**src/hw/rtl/dla_pkg.sv**
```systemverilog
// Shared types, codes and constants of the dense layer unit.
// Also holds the exp(y)-1 table used by the ELU activation.
// No dependencies.
package dla_pkg;

	localparam int DATA_WIDTH  = 16;
	localparam int MAX_INPUTS  = 64;
	localparam int MAX_NEURONS = 64;
	localparam int IDX_W       = 6;
	localparam int CNT_W       = 7;
	localparam int ACC_W       = 40;
	localparam int WADDR_W     = 2 * IDX_W;
	localparam int PROD_W      = 2 * DATA_WIDTH;

	localparam logic [1:0] KIND_WEIGHT  = 2'd0;
	localparam logic [1:0] KIND_BIAS    = 2'd1;
	localparam logic [1:0] KIND_ELEMENT = 2'd2;

	localparam logic [1:0] ACT_LINEAR = 2'd0;
	localparam logic [1:0] ACT_RELU   = 2'd1;
	localparam logic [1:0] ACT_ELU    = 2'd2;

	localparam logic [1:0] CFG_MODE = 2'd0;
	localparam logic [1:0] CFG_NIN  = 2'd1;
	localparam logic [1:0] CFG_NN   = 2'd2;

	typedef enum logic [5:0] {
		ST_IDLE  = 6'b000001,
		ST_MAC   = 6'b000010,
		ST_DRAIN = 6'b000100,
		ST_FRD   = 6'b001000,
		ST_FSUM  = 6'b010000,
		ST_FACT  = 6'b100000
	} state_t;

	typedef struct packed {
		logic             vld;
		logic [IDX_W-1:0] nrn;
	} mac_tag_t;

	typedef struct packed {
		logic                         w_en;
		logic                         b_en;
		logic [WADDR_W-1:0]           waddr;
		logic [IDX_W-1:0]             baddr;
		logic signed [DATA_WIDTH-1:0] data;
	} store_wr_t;

	typedef logic signed [DATA_WIDTH-1:0] elu_tab_t [0:255];

	// Entry i holds round(256 * exp(-(256 - i) / 32)) - 256, built in Q32 steps
	function automatic elu_tab_t build_elu_table();
		elu_tab_t    t;
		logic [63:0] v;
		logic [63:0] r;
		v = 64'h1_0000_0000;
		for (int k = 1; k <= 256; k++) begin
			v = (v * 64'd4162825044 + 64'h8000_0000) >> 32;
			r = (v + 64'h80_0000) >> 24;
			t[256 - k] = $signed(r[DATA_WIDTH-1:0]) - 16'sd256;
		end
		return t;
	endfunction

	localparam elu_tab_t ELU_TABLE = build_elu_table();

endpackage

```
**src/hw/rtl/dla_mac.sv**
```systemverilog
// Shared multiply-accumulate unit: registered product, then a 40-bit wrapping add.
// Depends on dla_pkg.
module dla_mac (
	input  logic                                  clk,
	input  logic                                  arst_n,
	input  dla_pkg::mac_tag_t                     tag_s1,
	input  logic signed [dla_pkg::DATA_WIDTH-1:0] w_s1,
	input  logic signed [dla_pkg::DATA_WIDTH-1:0] x,
	input  logic [dla_pkg::ACC_W-1:0]             acc_s1,
	output dla_pkg::mac_tag_t                     tag_s2,
	output logic [dla_pkg::ACC_W-1:0]             sum_s2
);

	logic signed [dla_pkg::PROD_W-1:0] prod_s2;
	logic [dla_pkg::ACC_W-1:0]         acc_s2;

	always_ff @(posedge clk or negedge arst_n) begin
		if (!arst_n) begin
			tag_s2 <= '0;
		end else begin
			tag_s2 <= tag_s1;
		end
	end

	always_ff @(posedge clk) begin
		prod_s2 <= w_s1 * x;
		acc_s2  <= acc_s1;
	end

	assign sum_s2 = acc_s2 + {{(dla_pkg::ACC_W-dla_pkg::PROD_W){prod_s2[dla_pkg::PROD_W-1]}},
		prod_s2};

endmodule

```
**config.mk**
```make
export PLATFORM = sky130hd
export DESIGN_NAME = dla_mac
export DESIGN_NICKNAME = d
export VERILOG_FILES = /design/src/hw/rtl/dla_pkg.sv /design/src/hw/rtl/dla_mac.sv
export SDC_FILE = /design/constraint.sdc
export NUM_CORES = 1
export LEC_CHECK = 0
export ABC_CLOCK_PERIOD_IN_PS = 5300
export BUFFER_PORTS_ARGS = -buffer_cell sky130_fd_sc_hd__buf_2
export CAP_MARGIN = 20
export CORE_AREA = 2 2 161 195
export CTS_CLUSTER_SIZE = 30
export DETAILED_ROUTE_END_ITERATION = 10
export DIE_AREA = 0 0 163 197
export GPL_TIMING_DRIVEN = 0
export SLEW_MARGIN = 20
export SYNTH_ARGS = -nofsm -noshare
export SYNTH_HDL_FRONTEND = slang
export SYNTH_SLANG_ARGS = --single-unit
```
**constraint.sdc**
```tcl
create_clock -name clk -period 5.3 [get_ports clk]
set_input_delay 1.06 -clock clk [delete_from_list [all_inputs] [get_ports clk]]
set_output_delay 1.06 -clock clk [all_outputs]
set_load 0.03 [all_outputs]
```
==> results.py <==
metrics = {
    "timing": {
        "post-route-period-util_pct": 118,
        "tns_ns": -11.57,
        "setup_slack_ns": -0.952,
        "hold_violations": 0,
        "tightest_slew_ns": 0.582,
        "grt_setup_unrepaired": "true",
        "finalSetupViolations": 20,
        "final-max-slew-violation-count": 0,
        "fmax_mhz": 160,
        "period_minus_slack_ns": 6.25,
        "relSlewSlack_pct": 61.2,
    },
    "drt": {
        "drt_wl_total_mm": 34.2,
        "drt-pass1-iter-count": 5,
        "ant_nets": 0,
        "vias_per_cell": 5.04,
        "vias": 10600,
        "wire_per_inst_um": 16.3,
        "drt_iter0_markers": 438,
        "route.detailed.drc": 0,
    },
    "final_layout": {
        "layout.nets": 2166,
        "antenna_cells": 0,
        "drive_gt1_share_pct": 23.4,
        "utilization_pct": 56.2,
        "areaGrowthSynthToFinish_pct": 23.2,
        "seq_area_um2": 1620,
        "fin_cells": 2102,
        "nFillCells": 2747,
        "multiInputGateArea_um2": 11400,
    },
    "synthesis": {
        "ys_ff_latch": 79,
        "netlist_area_um2": 13800,
        "syn-mean-instance-area_um2": 9.20,
        "synthFlopType": "dfxtp_1",
        "synth.area.top_cells": "fa_1, ha_1, dfxtp_1",
        "postSynthCellCount": 1498,
        "yosysSeqAreaShare_pct": 11.7,
        "synth_common_cells": "inv_1, fa_1, nand2_1, and2_1, ha_1",
        "post-synth-top-count-cell": "inv_1",
        "ys_warn_count": 0,
        "ys_types": 69,
        "syn_nets": 1963,
        "synth_top_cell_area_share_pct": 38.2,
        "synthArstFlopShare_pct": 8.86,
        "netlist.top_cell.by_area": "fa_1",
        "synth_edf_count": 0,
    },
    "critical_path": {
        "critical_path.startpoint": "w_s1[15]",
        "required_ns": 5.56,
        "endpoint_kind": "flop",
        "critPathKind": "input pin to flop",
        "cp_max_fo": 4,
        "crit_arrival_ns": 6.51,
        "start_kind": "input pin",
    },
    "status": {
        "status": "finished, violations left",
        "violations": "negative setup slack",
    },
    "place": {
        "pre_cts_ws_ns": -1.91,
        "dpl.hpwl_mm": 28.7,
        "io_buffers": 127,
        "routabilityCongestion": 0.900,
        "dp_cells": 2021,
    },
    "die": {
        "initial_core_util_pct": 45.6,
        "dieHeight_um": 197,
        "die_area_um2": 32100,
        "rows": 70,
        "die_w_um": 163,
        "core-area_um2": 30200,
        "ioPinCount": 128,
    },
    "global_routing": {
        "grt_pass1_wl_mm": 56.2,
        "grt_pass1_vias": 11300,
        "overflow": 0,
        "antenna_found_initial": 0,
        "grt_max_degree": 15,
        "track_usage_pct": 22.2,
    },
    "run": {
        "max_cap_violations": 0,
    },
    "min_path": {
        "hp-class": "input pin to asynchronous set/reset pin",
    },
    "clock_network": {
        "cts_buffers": 9,
        "cts_root_buf": "clkbuf_16",
        "clk_pin_slew_ns": 0.06,
        "cts_tree": "built",
        "htreeDepth": 3,
        "clockBufferDepth": 2,
        "cts.sinks": 79,
    },
}
==> cell usage in the layout (no fill, tap or decap), types with 12 or more instances in the layout <==
cell type,n
inv_1,283
fa_1,244
nand2_1,133
and2_1,111
buf_2,107
ha_1,104
dfxtp_1,72
buf_4,60
xnor2_1,50
a21oi_1,49
nor2_1,48
inv_2,24
buf_6,23
a21o_1,23
o21ai_0,21
nand3_1,19
fa_2,19
clkbuf_16,18
o21a_1,17
buf_8,16
and2_4,15
ha_4,15
o211ai_1,13
a21oi_2,12
==> layout make-up <==
type                            instances  share of cell area [%]
Inverter                              309                    6.88
Tap cell                              396                    2.92
Clock buffer                           11                    1.49
Clock inverter                          5                   0.376
Multi-Input combinational cell       1067                    67.1
Buffer                                 42                    3.43
Timing Repair Buffer                  193                    8.27
Sequential cell                        79                    9.52
==> per-stage QoR <==
step	cell area [µm²]	hold WS [ns]
detailed placement	15400	0.898
finish	17000	0.531
floorplan	14200	0.764
CTS	16400	0.522
global route	17000	0.529
global placement	15400	0.893
==> logic make-up (layout without fill, tap and decap cells) <==
| logic type | Yosys count | count (layout) | synth area share [%] |
|---|---|---|---|
| buffers and inverters | 352 | 560 | 9.67 |
| AO/OA/AOI/OAI | 212 | 212 | 10.6 |
| multiplexers | 1 | 1 | 0.0727 |
| flip-flops | 79 | 79 | 11.7 |
| AND/OR/NAND/NOR | 409 | 409 | 14.8 |
| XOR/XNOR | 61 | 61 | 3.88 |
| adder cells (fa/ha/maj) | 384 | 384 | 49.2 |
==> path summary, 6_finish.rpt <==
| check | cells past startpoint | slack, ns | endpoint |
|---|---|---|---|
| max in group asynchronous | 1 | 4.62 | tag_s2[3] |
| worst max-delay path | 22 | -0.95 | prod_s2[30] |
| worst min-delay path | 1 | 0.53 | tag_s2[5] |
| min in group clk | 1 | 0.81 | acc_s2[16] |
==> per-layer routing <==
metal / vias to the layer above / track usage (%) / wire length (µm)
li1: 5075 / - / -
met1: 5230 / 29.1 / 15000
met2: 258 / 39.5 / 17100
met3: 38 / 2.21 / 1580
met4: 0 / 5.44 / 606
met5: - / 0 / 0
==> critical path, stage by stage <==
cell	delay (ns)
buf_12	0.08
clkbuf_16	0.14
buf_4	0.13
nand2_4	0.07
fa_1	0.54
inv_1	0.08
fa_2	0.61
fa_2	0.47
fa_1	0.46
fa_1	0.49
inv_1	0.05
fa_1	0.48
inv_2	0.04
ha_4	0.26
nand4_1	0.19
nor2_2	0.16
nand4_1	0.16
a211oi_4	0.28
o211ai_1	0.16
a21bo_2	0.25
a211o_1	0.25
o211ai_1	0.10
==> sequential cells by signal (all words and copies together) (netlist names) <==
name	cells
acc_s2	40
prod_s2	32
tag_s2	7
==> timing repair <==
action / CTS / global route
hold buffers: 0 / 0
endpoints found under the setup margin: 21 / 22
resized for setup: 115 / 123
pin swaps: 61 / 84
buffers inserted: 41 / 24
cloned: 1 / 1
Power is not shown: default switching activity piles up to over one toggle a cycle in this logic, so the estimate is an artifact.
