<file path="src/hw/rtl/dla_pkg.sv">
// Shared types, codes and constants of the dense layer unit.
// Also holds the exp(y)-1 table used by the ELU activation.
// No dependencies.
package dla_pkg;

	localparam int DATA_WIDTH  = 16;
	localparam int MAX_INPUTS  = 64;
	localparam int MAX_NEURONS = 64;
	localparam int IDX_W       = 6;
	localparam int CNT_W       = 7;
	localparam int ACC_W       = 40;
	localparam int WADDR_W     = 2 * IDX_W;
	localparam int PROD_W      = 2 * DATA_WIDTH;

	localparam logic [1:0] KIND_WEIGHT  = 2'd0;
	localparam logic [1:0] KIND_BIAS    = 2'd1;
	localparam logic [1:0] KIND_ELEMENT = 2'd2;

	localparam logic [1:0] ACT_LINEAR = 2'd0;
	localparam logic [1:0] ACT_RELU   = 2'd1;
	localparam logic [1:0] ACT_ELU    = 2'd2;

	localparam logic [1:0] CFG_MODE = 2'd0;
	localparam logic [1:0] CFG_NIN  = 2'd1;
	localparam logic [1:0] CFG_NN   = 2'd2;

	typedef enum logic [5:0] {
		ST_IDLE  = 6'b000001,
		ST_MAC   = 6'b000010,
		ST_DRAIN = 6'b000100,
		ST_FRD   = 6'b001000,
		ST_FSUM  = 6'b010000,
		ST_FACT  = 6'b100000
	} state_t;

	typedef struct packed {
		logic             vld;
		logic [IDX_W-1:0] nrn;
	} mac_tag_t;

	typedef struct packed {
		logic                         w_en;
		logic                         b_en;
		logic [WADDR_W-1:0]           waddr;
		logic [IDX_W-1:0]             baddr;
		logic signed [DATA_WIDTH-1:0] data;
	} store_wr_t;

	typedef logic signed [DATA_WIDTH-1:0] elu_tab_t [0:255];

	// Entry i holds round(256 * exp(-(256 - i) / 32)) - 256, built in Q32 steps
	function automatic elu_tab_t build_elu_table();
		elu_tab_t    t;
		logic [63:0] v;
		logic [63:0] r;
		v = 64'h1_0000_0000;
		for (int k = 1; k <= 256; k++) begin
			v = (v * 64'd4162825044 + 64'h8000_0000) >> 32;
			r = (v + 64'h80_0000) >> 24;
			t[256 - k] = $signed(r[DATA_WIDTH-1:0]) - 16'sd256;
		end
		return t;
	endfunction

	localparam elu_tab_t ELU_TABLE = build_elu_table();

endpackage

</file>
<file path="src/hw/rtl/dla_act.sv">
// Output stage logic: round the accumulator sum to Q8.8, saturate, apply activation.
// Depends on dla_pkg for codes and the ELU table.
module dla_act (
	input  logic [dla_pkg::ACC_W-1:0]             sum,
	input  logic [1:0]                            mode,
	output logic signed [dla_pkg::DATA_WIDTH-1:0] result
);

	logic [dla_pkg::ACC_W:0]               rnd;
	logic [dla_pkg::ACC_W-8:0]             q;
	logic signed [dla_pkg::DATA_WIDTH-1:0] y;
	logic                                  fits;

	always_comb begin
		rnd  = {sum[dla_pkg::ACC_W-1], sum} + (dla_pkg::ACC_W+1)'(128);
		q    = rnd[dla_pkg::ACC_W:8];
		fits = (q[dla_pkg::ACC_W-8:dla_pkg::DATA_WIDTH-1] == '0) ||
			(q[dla_pkg::ACC_W-8:dla_pkg::DATA_WIDTH-1] == '1);
		if (fits) begin
			y = $signed(q[dla_pkg::DATA_WIDTH-1:0]);
		end else if (q[dla_pkg::ACC_W-8]) begin
			y = {1'b1, {(dla_pkg::DATA_WIDTH-1){1'b0}}};
		end else begin
			y = {1'b0, {(dla_pkg::DATA_WIDTH-1){1'b1}}};
		end

		result = y;
		case (mode)
			dla_pkg::ACT_RELU: begin
				if (y[dla_pkg::DATA_WIDTH-1]) begin
					result = '0;
				end
			end
			dla_pkg::ACT_ELU: begin
				if (y[dla_pkg::DATA_WIDTH-1]) begin
					if (y[dla_pkg::DATA_WIDTH-1:11] != '1) begin
						result = -16'sd256;
					end else begin
						result = dla_pkg::ELU_TABLE[y[10:3]];
					end
				end
			end
			default: result = y;
		endcase
	end

endmodule

</file>
<file path="config.mk">
export PLATFORM = sky130hd
export DESIGN_NAME = dla_act
export DESIGN_NICKNAME = d
export VERILOG_FILES = /design/src/hw/rtl/dla_pkg.sv /design/src/hw/rtl/dla_act.sv
export SDC_FILE = /design/constraint.sdc
export NUM_CORES = 1
export LEC_CHECK = 0
export ABC_AREA = 1
export BUFFER_PORTS_ARGS = -buffer_cell sky130_fd_sc_hd__buf_4
export CORE_ASPECT_RATIO = 0.9
export CORE_UTILIZATION = 59
export DETAILED_ROUTE_END_ITERATION = 16
export PLACE_DENSITY = 0.81
export SYNTH_ARGS = -nofsm -noshare
export SYNTH_HDL_FRONTEND = slang
export SYNTH_SLANG_ARGS = --single-unit
export TNS_END_PERCENT = 50
</file>
<file path="constraint.sdc">
create_clock -name vclk -period 3.75
set_input_delay 0.1875 -clock vclk [all_inputs]
set_output_delay 0.1875 -clock vclk [all_outputs]
set_load 0.02 [all_outputs]
</file>
==> impl_metrics.json <==
{
  "grt_usage": 0.441,
  "synthDistinctLibCells": 37,
  "cpMaxStageDelayCell": "ha_4",
  "period_share": 1.01,
  "drive_gt1_frac": 0.259,
  "place_area_sq_um": 3650,
  "synth_area_leaders": "nand2_1 31%, nand3_1 10%, nor2_1 9.8%, inv_1 9.5%, ha_1 3.9%",
  "vdd_ir_drop_max_v": 0.000109,
  "finish.instance_area_sq_um": 3820,
  "critPathBufInv": 4,
  "cp-end-kind": "primary output",
  "numPlacedInstances": 760,
  "synth_top_area_share": 0.310,
  "crit_type": "input pin to primary output",
  "vias": 4629,
  "n_antenna_cell": 0,
  "ioPinCount": 58,
  "status": "finished with violations",
  "vias_per_cell": 6.04,
  "yosysSeqAreaShare": 0,
  "die_h_um": 68.3,
  "nFillCells": 336,
  "grt_pass1_vias": 3904,
  "initial_core_util": 0.630,
  "synthCells": 607,
  "synth_nets": 658,
  "p_leak_nw": 2.04,
  "slowest_delay_ps": 220,
  "violations": "negative setup slack",
  "min_delay_path_depth": 5,
  "final_hold_viol_count": 0,
  "core_sq_um": 4580,
  "die_w_um": 75.7,
  "period_minus_slack_ps": 3770,
  "route.detailed.drc": 0,
  "register_area_sq_um": 0,
  "finalPower_mw": 0.413,
  "firstDrtPassIters": 6,
  "multi_input_area_sq_um": 2610,
  "crit_arrival_ps": 3580,
  "nClkBuffers": 0,
  "syn_avg_cell_area_sq_um": 4.75,
  "drt_iter0_markers": 703,
  "gp_congestion": 1.08,
  "slew_viol_final": 0,
  "min-delay-start": "mode[1]",
  "power_density_nw_per_um2": 108,
  "worst_hold_path.endpoint": "result[15]",
  "grt_first_pass_wirelength_um": 17300,
  "antenna_found_initial": 0,
  "stdcell_count": 766,
  "hold_buffers": 0,
  "fin_ws_ps": -21.2,
  "fin_util": 0.835,
  "cpMostUsedCell": "nand2_1",
  "io_buffers": 51,
  "synthesis.area_sq_um": 2880,
  "setup_viol": 1,
  "wl_um": 12200,
  "yosys.area.top_type": "nand2_1",
  "seq_cell_count": 0,
  "grt_overflow_total": 0,
  "cpLargestDelayFamily": "simple AND/OR/NAND/NOR gates",
  "detailed_place_hpwl_um": 9340,
  "area_growth_pct": 32.7,
  "worst_slew_pin_slew_ps": 472,
  "hold_class": "input pin to primary output",
  "start_kind": "input pin",
  "grt_max_degree": 15,
  "row_count": 23,
  "die-area_sq_um": 5170,
  "relSlewSlack": 0.684,
  "fmax_mhz": 265,
  "routedWlPerCell_um": 15.9,
  "synth_warnings": 0,
  "final_nets": 757,
  "cp_max_fo": 5,
  "drv_cap": 0,
  "required_ps": 3560,
  "ant_nets": 0
}
-- per-layer routing --
layer	share of wire	up-vias	wire length, um	track usage
li1	-	2097	-	-
met1	0.37	1973	4560	0.567
met2	0.42	455	5130	0.714
met3	0.17	104	2050	0.133
met4	0.038	0	462	0.118
met5	0	-	0	0
-- Yosys cell counts, types with 5 or more instances --
library cell	count
nand2_1	238
nor2_1	75
inv_1	73
nand3_1	60
a21oi_1	22
o21ai_0	18
nand2_2	15
nor2_2	14
o21ai_1	11
ha_1	9
xor2_1	8
xnor2_1	6
buf_6	5
nand3_2	5
-- logic make-up (layout without fill, tap and decap cells) --
logic type,Yosys count,in the layout,synth area share
adder cells (fa/ha/maj),9,9,0.0391
AO/OA/AOI/OAI,64,64,0.125
XOR/XNOR,14,14,0.0426
AND/OR/NAND/NOR,429,429,0.656
buffers and inverters,91,188,0.137
-- layout make-up --
class	count	share of cell area
multi-input cells	516	0.682
well taps	62	0.0203
inverters	79	0.0782
repair buffers	109	0.219
-- worst max path at each step --
stage / start / slack [ps] / to / cells past startpoint
global placement: sum[7] / 230 / result[1] / 30
CTS: sum[7] / 30 / result[1] / 29
finish: sum[10] / -20 / result[1] / 30
global route: sum[7] / -160 / result[1] / 32
detailed placement: sum[7] / 50 / result[1] / 29
floorplan: sum[7] / 430 / result[0] / 28
-- where the power goes --
part	leakage, nW	total, mW	switching (mW)	internal, mW
registers	0	0	0	0
clock network	0	0	0	0
logic	2.04	0.413	0.256	0.157
total	2.04	0.413	0.256	0.157
-- worst min-delay path, delay by kind of cell --
kind	cells	cell delay (ps)
fa+ha+maj	1	170
simple gates	2	160
buf+inv	2	240
-- what timing repair did --
action	4_1_cts	5_1_grt
buffers inserted	0	6
resized for setup	0	34
endpoints found under the hold margin	0	0
setup endpoints to repair	0	7
-- through the flow --
step	hold WS [ps]	setup TNS (ps)	setup slack (ps)
after floorplan	605	0	433
after global placement	911	0	232
after detailed placement	924	0	47.7
after CTS	932	0	31.9
after global routing	983	-823	-160
final	947	-21.2	-21.2
-- cells in the final DEF (no fill, tap or decap) --
| master | n |
|---|---|
| a21oi_1 | 21 |
| a21oi_2 | 3 |
| a22oi_1 | 1 |
| a31oi_1 | 1 |
| a41oi_1 | 1 |
| and2_0 | 1 |
| and2_1 | 2 |
| and3_1 | 1 |
| buf_12 | 1 |
| buf_4 | 106 |
| buf_6 | 2 |
| clkinv_1 | 2 |
| ha_1 | 7 |
| ha_4 | 2 |
| inv_1 | 73 |
| inv_2 | 3 |
| inv_4 | 1 |
| nand2_1 | 232 |
| nand2_2 | 19 |
| nand2_4 | 4 |
| nand3_1 | 56 |
| nand3_2 | 7 |
| nand3_4 | 3 |
| nand3b_1 | 3 |
| nand4_1 | 3 |
| nor2_1 | 68 |
| nor2_2 | 19 |
| nor2_4 | 6 |
| nor3_2 | 1 |
| nor3b_1 | 1 |
| o211ai_1 | 3 |
| o21ai_0 | 15 |
| o21ai_1 | 14 |
| o21ai_2 | 1 |
| o21ai_4 | 1 |
| o22ai_1 | 3 |
| or2_2 | 3 |
| xnor2_1 | 6 |
| xor2_1 | 8 |
Note: power is estimated with default switching activity, not from simulation.
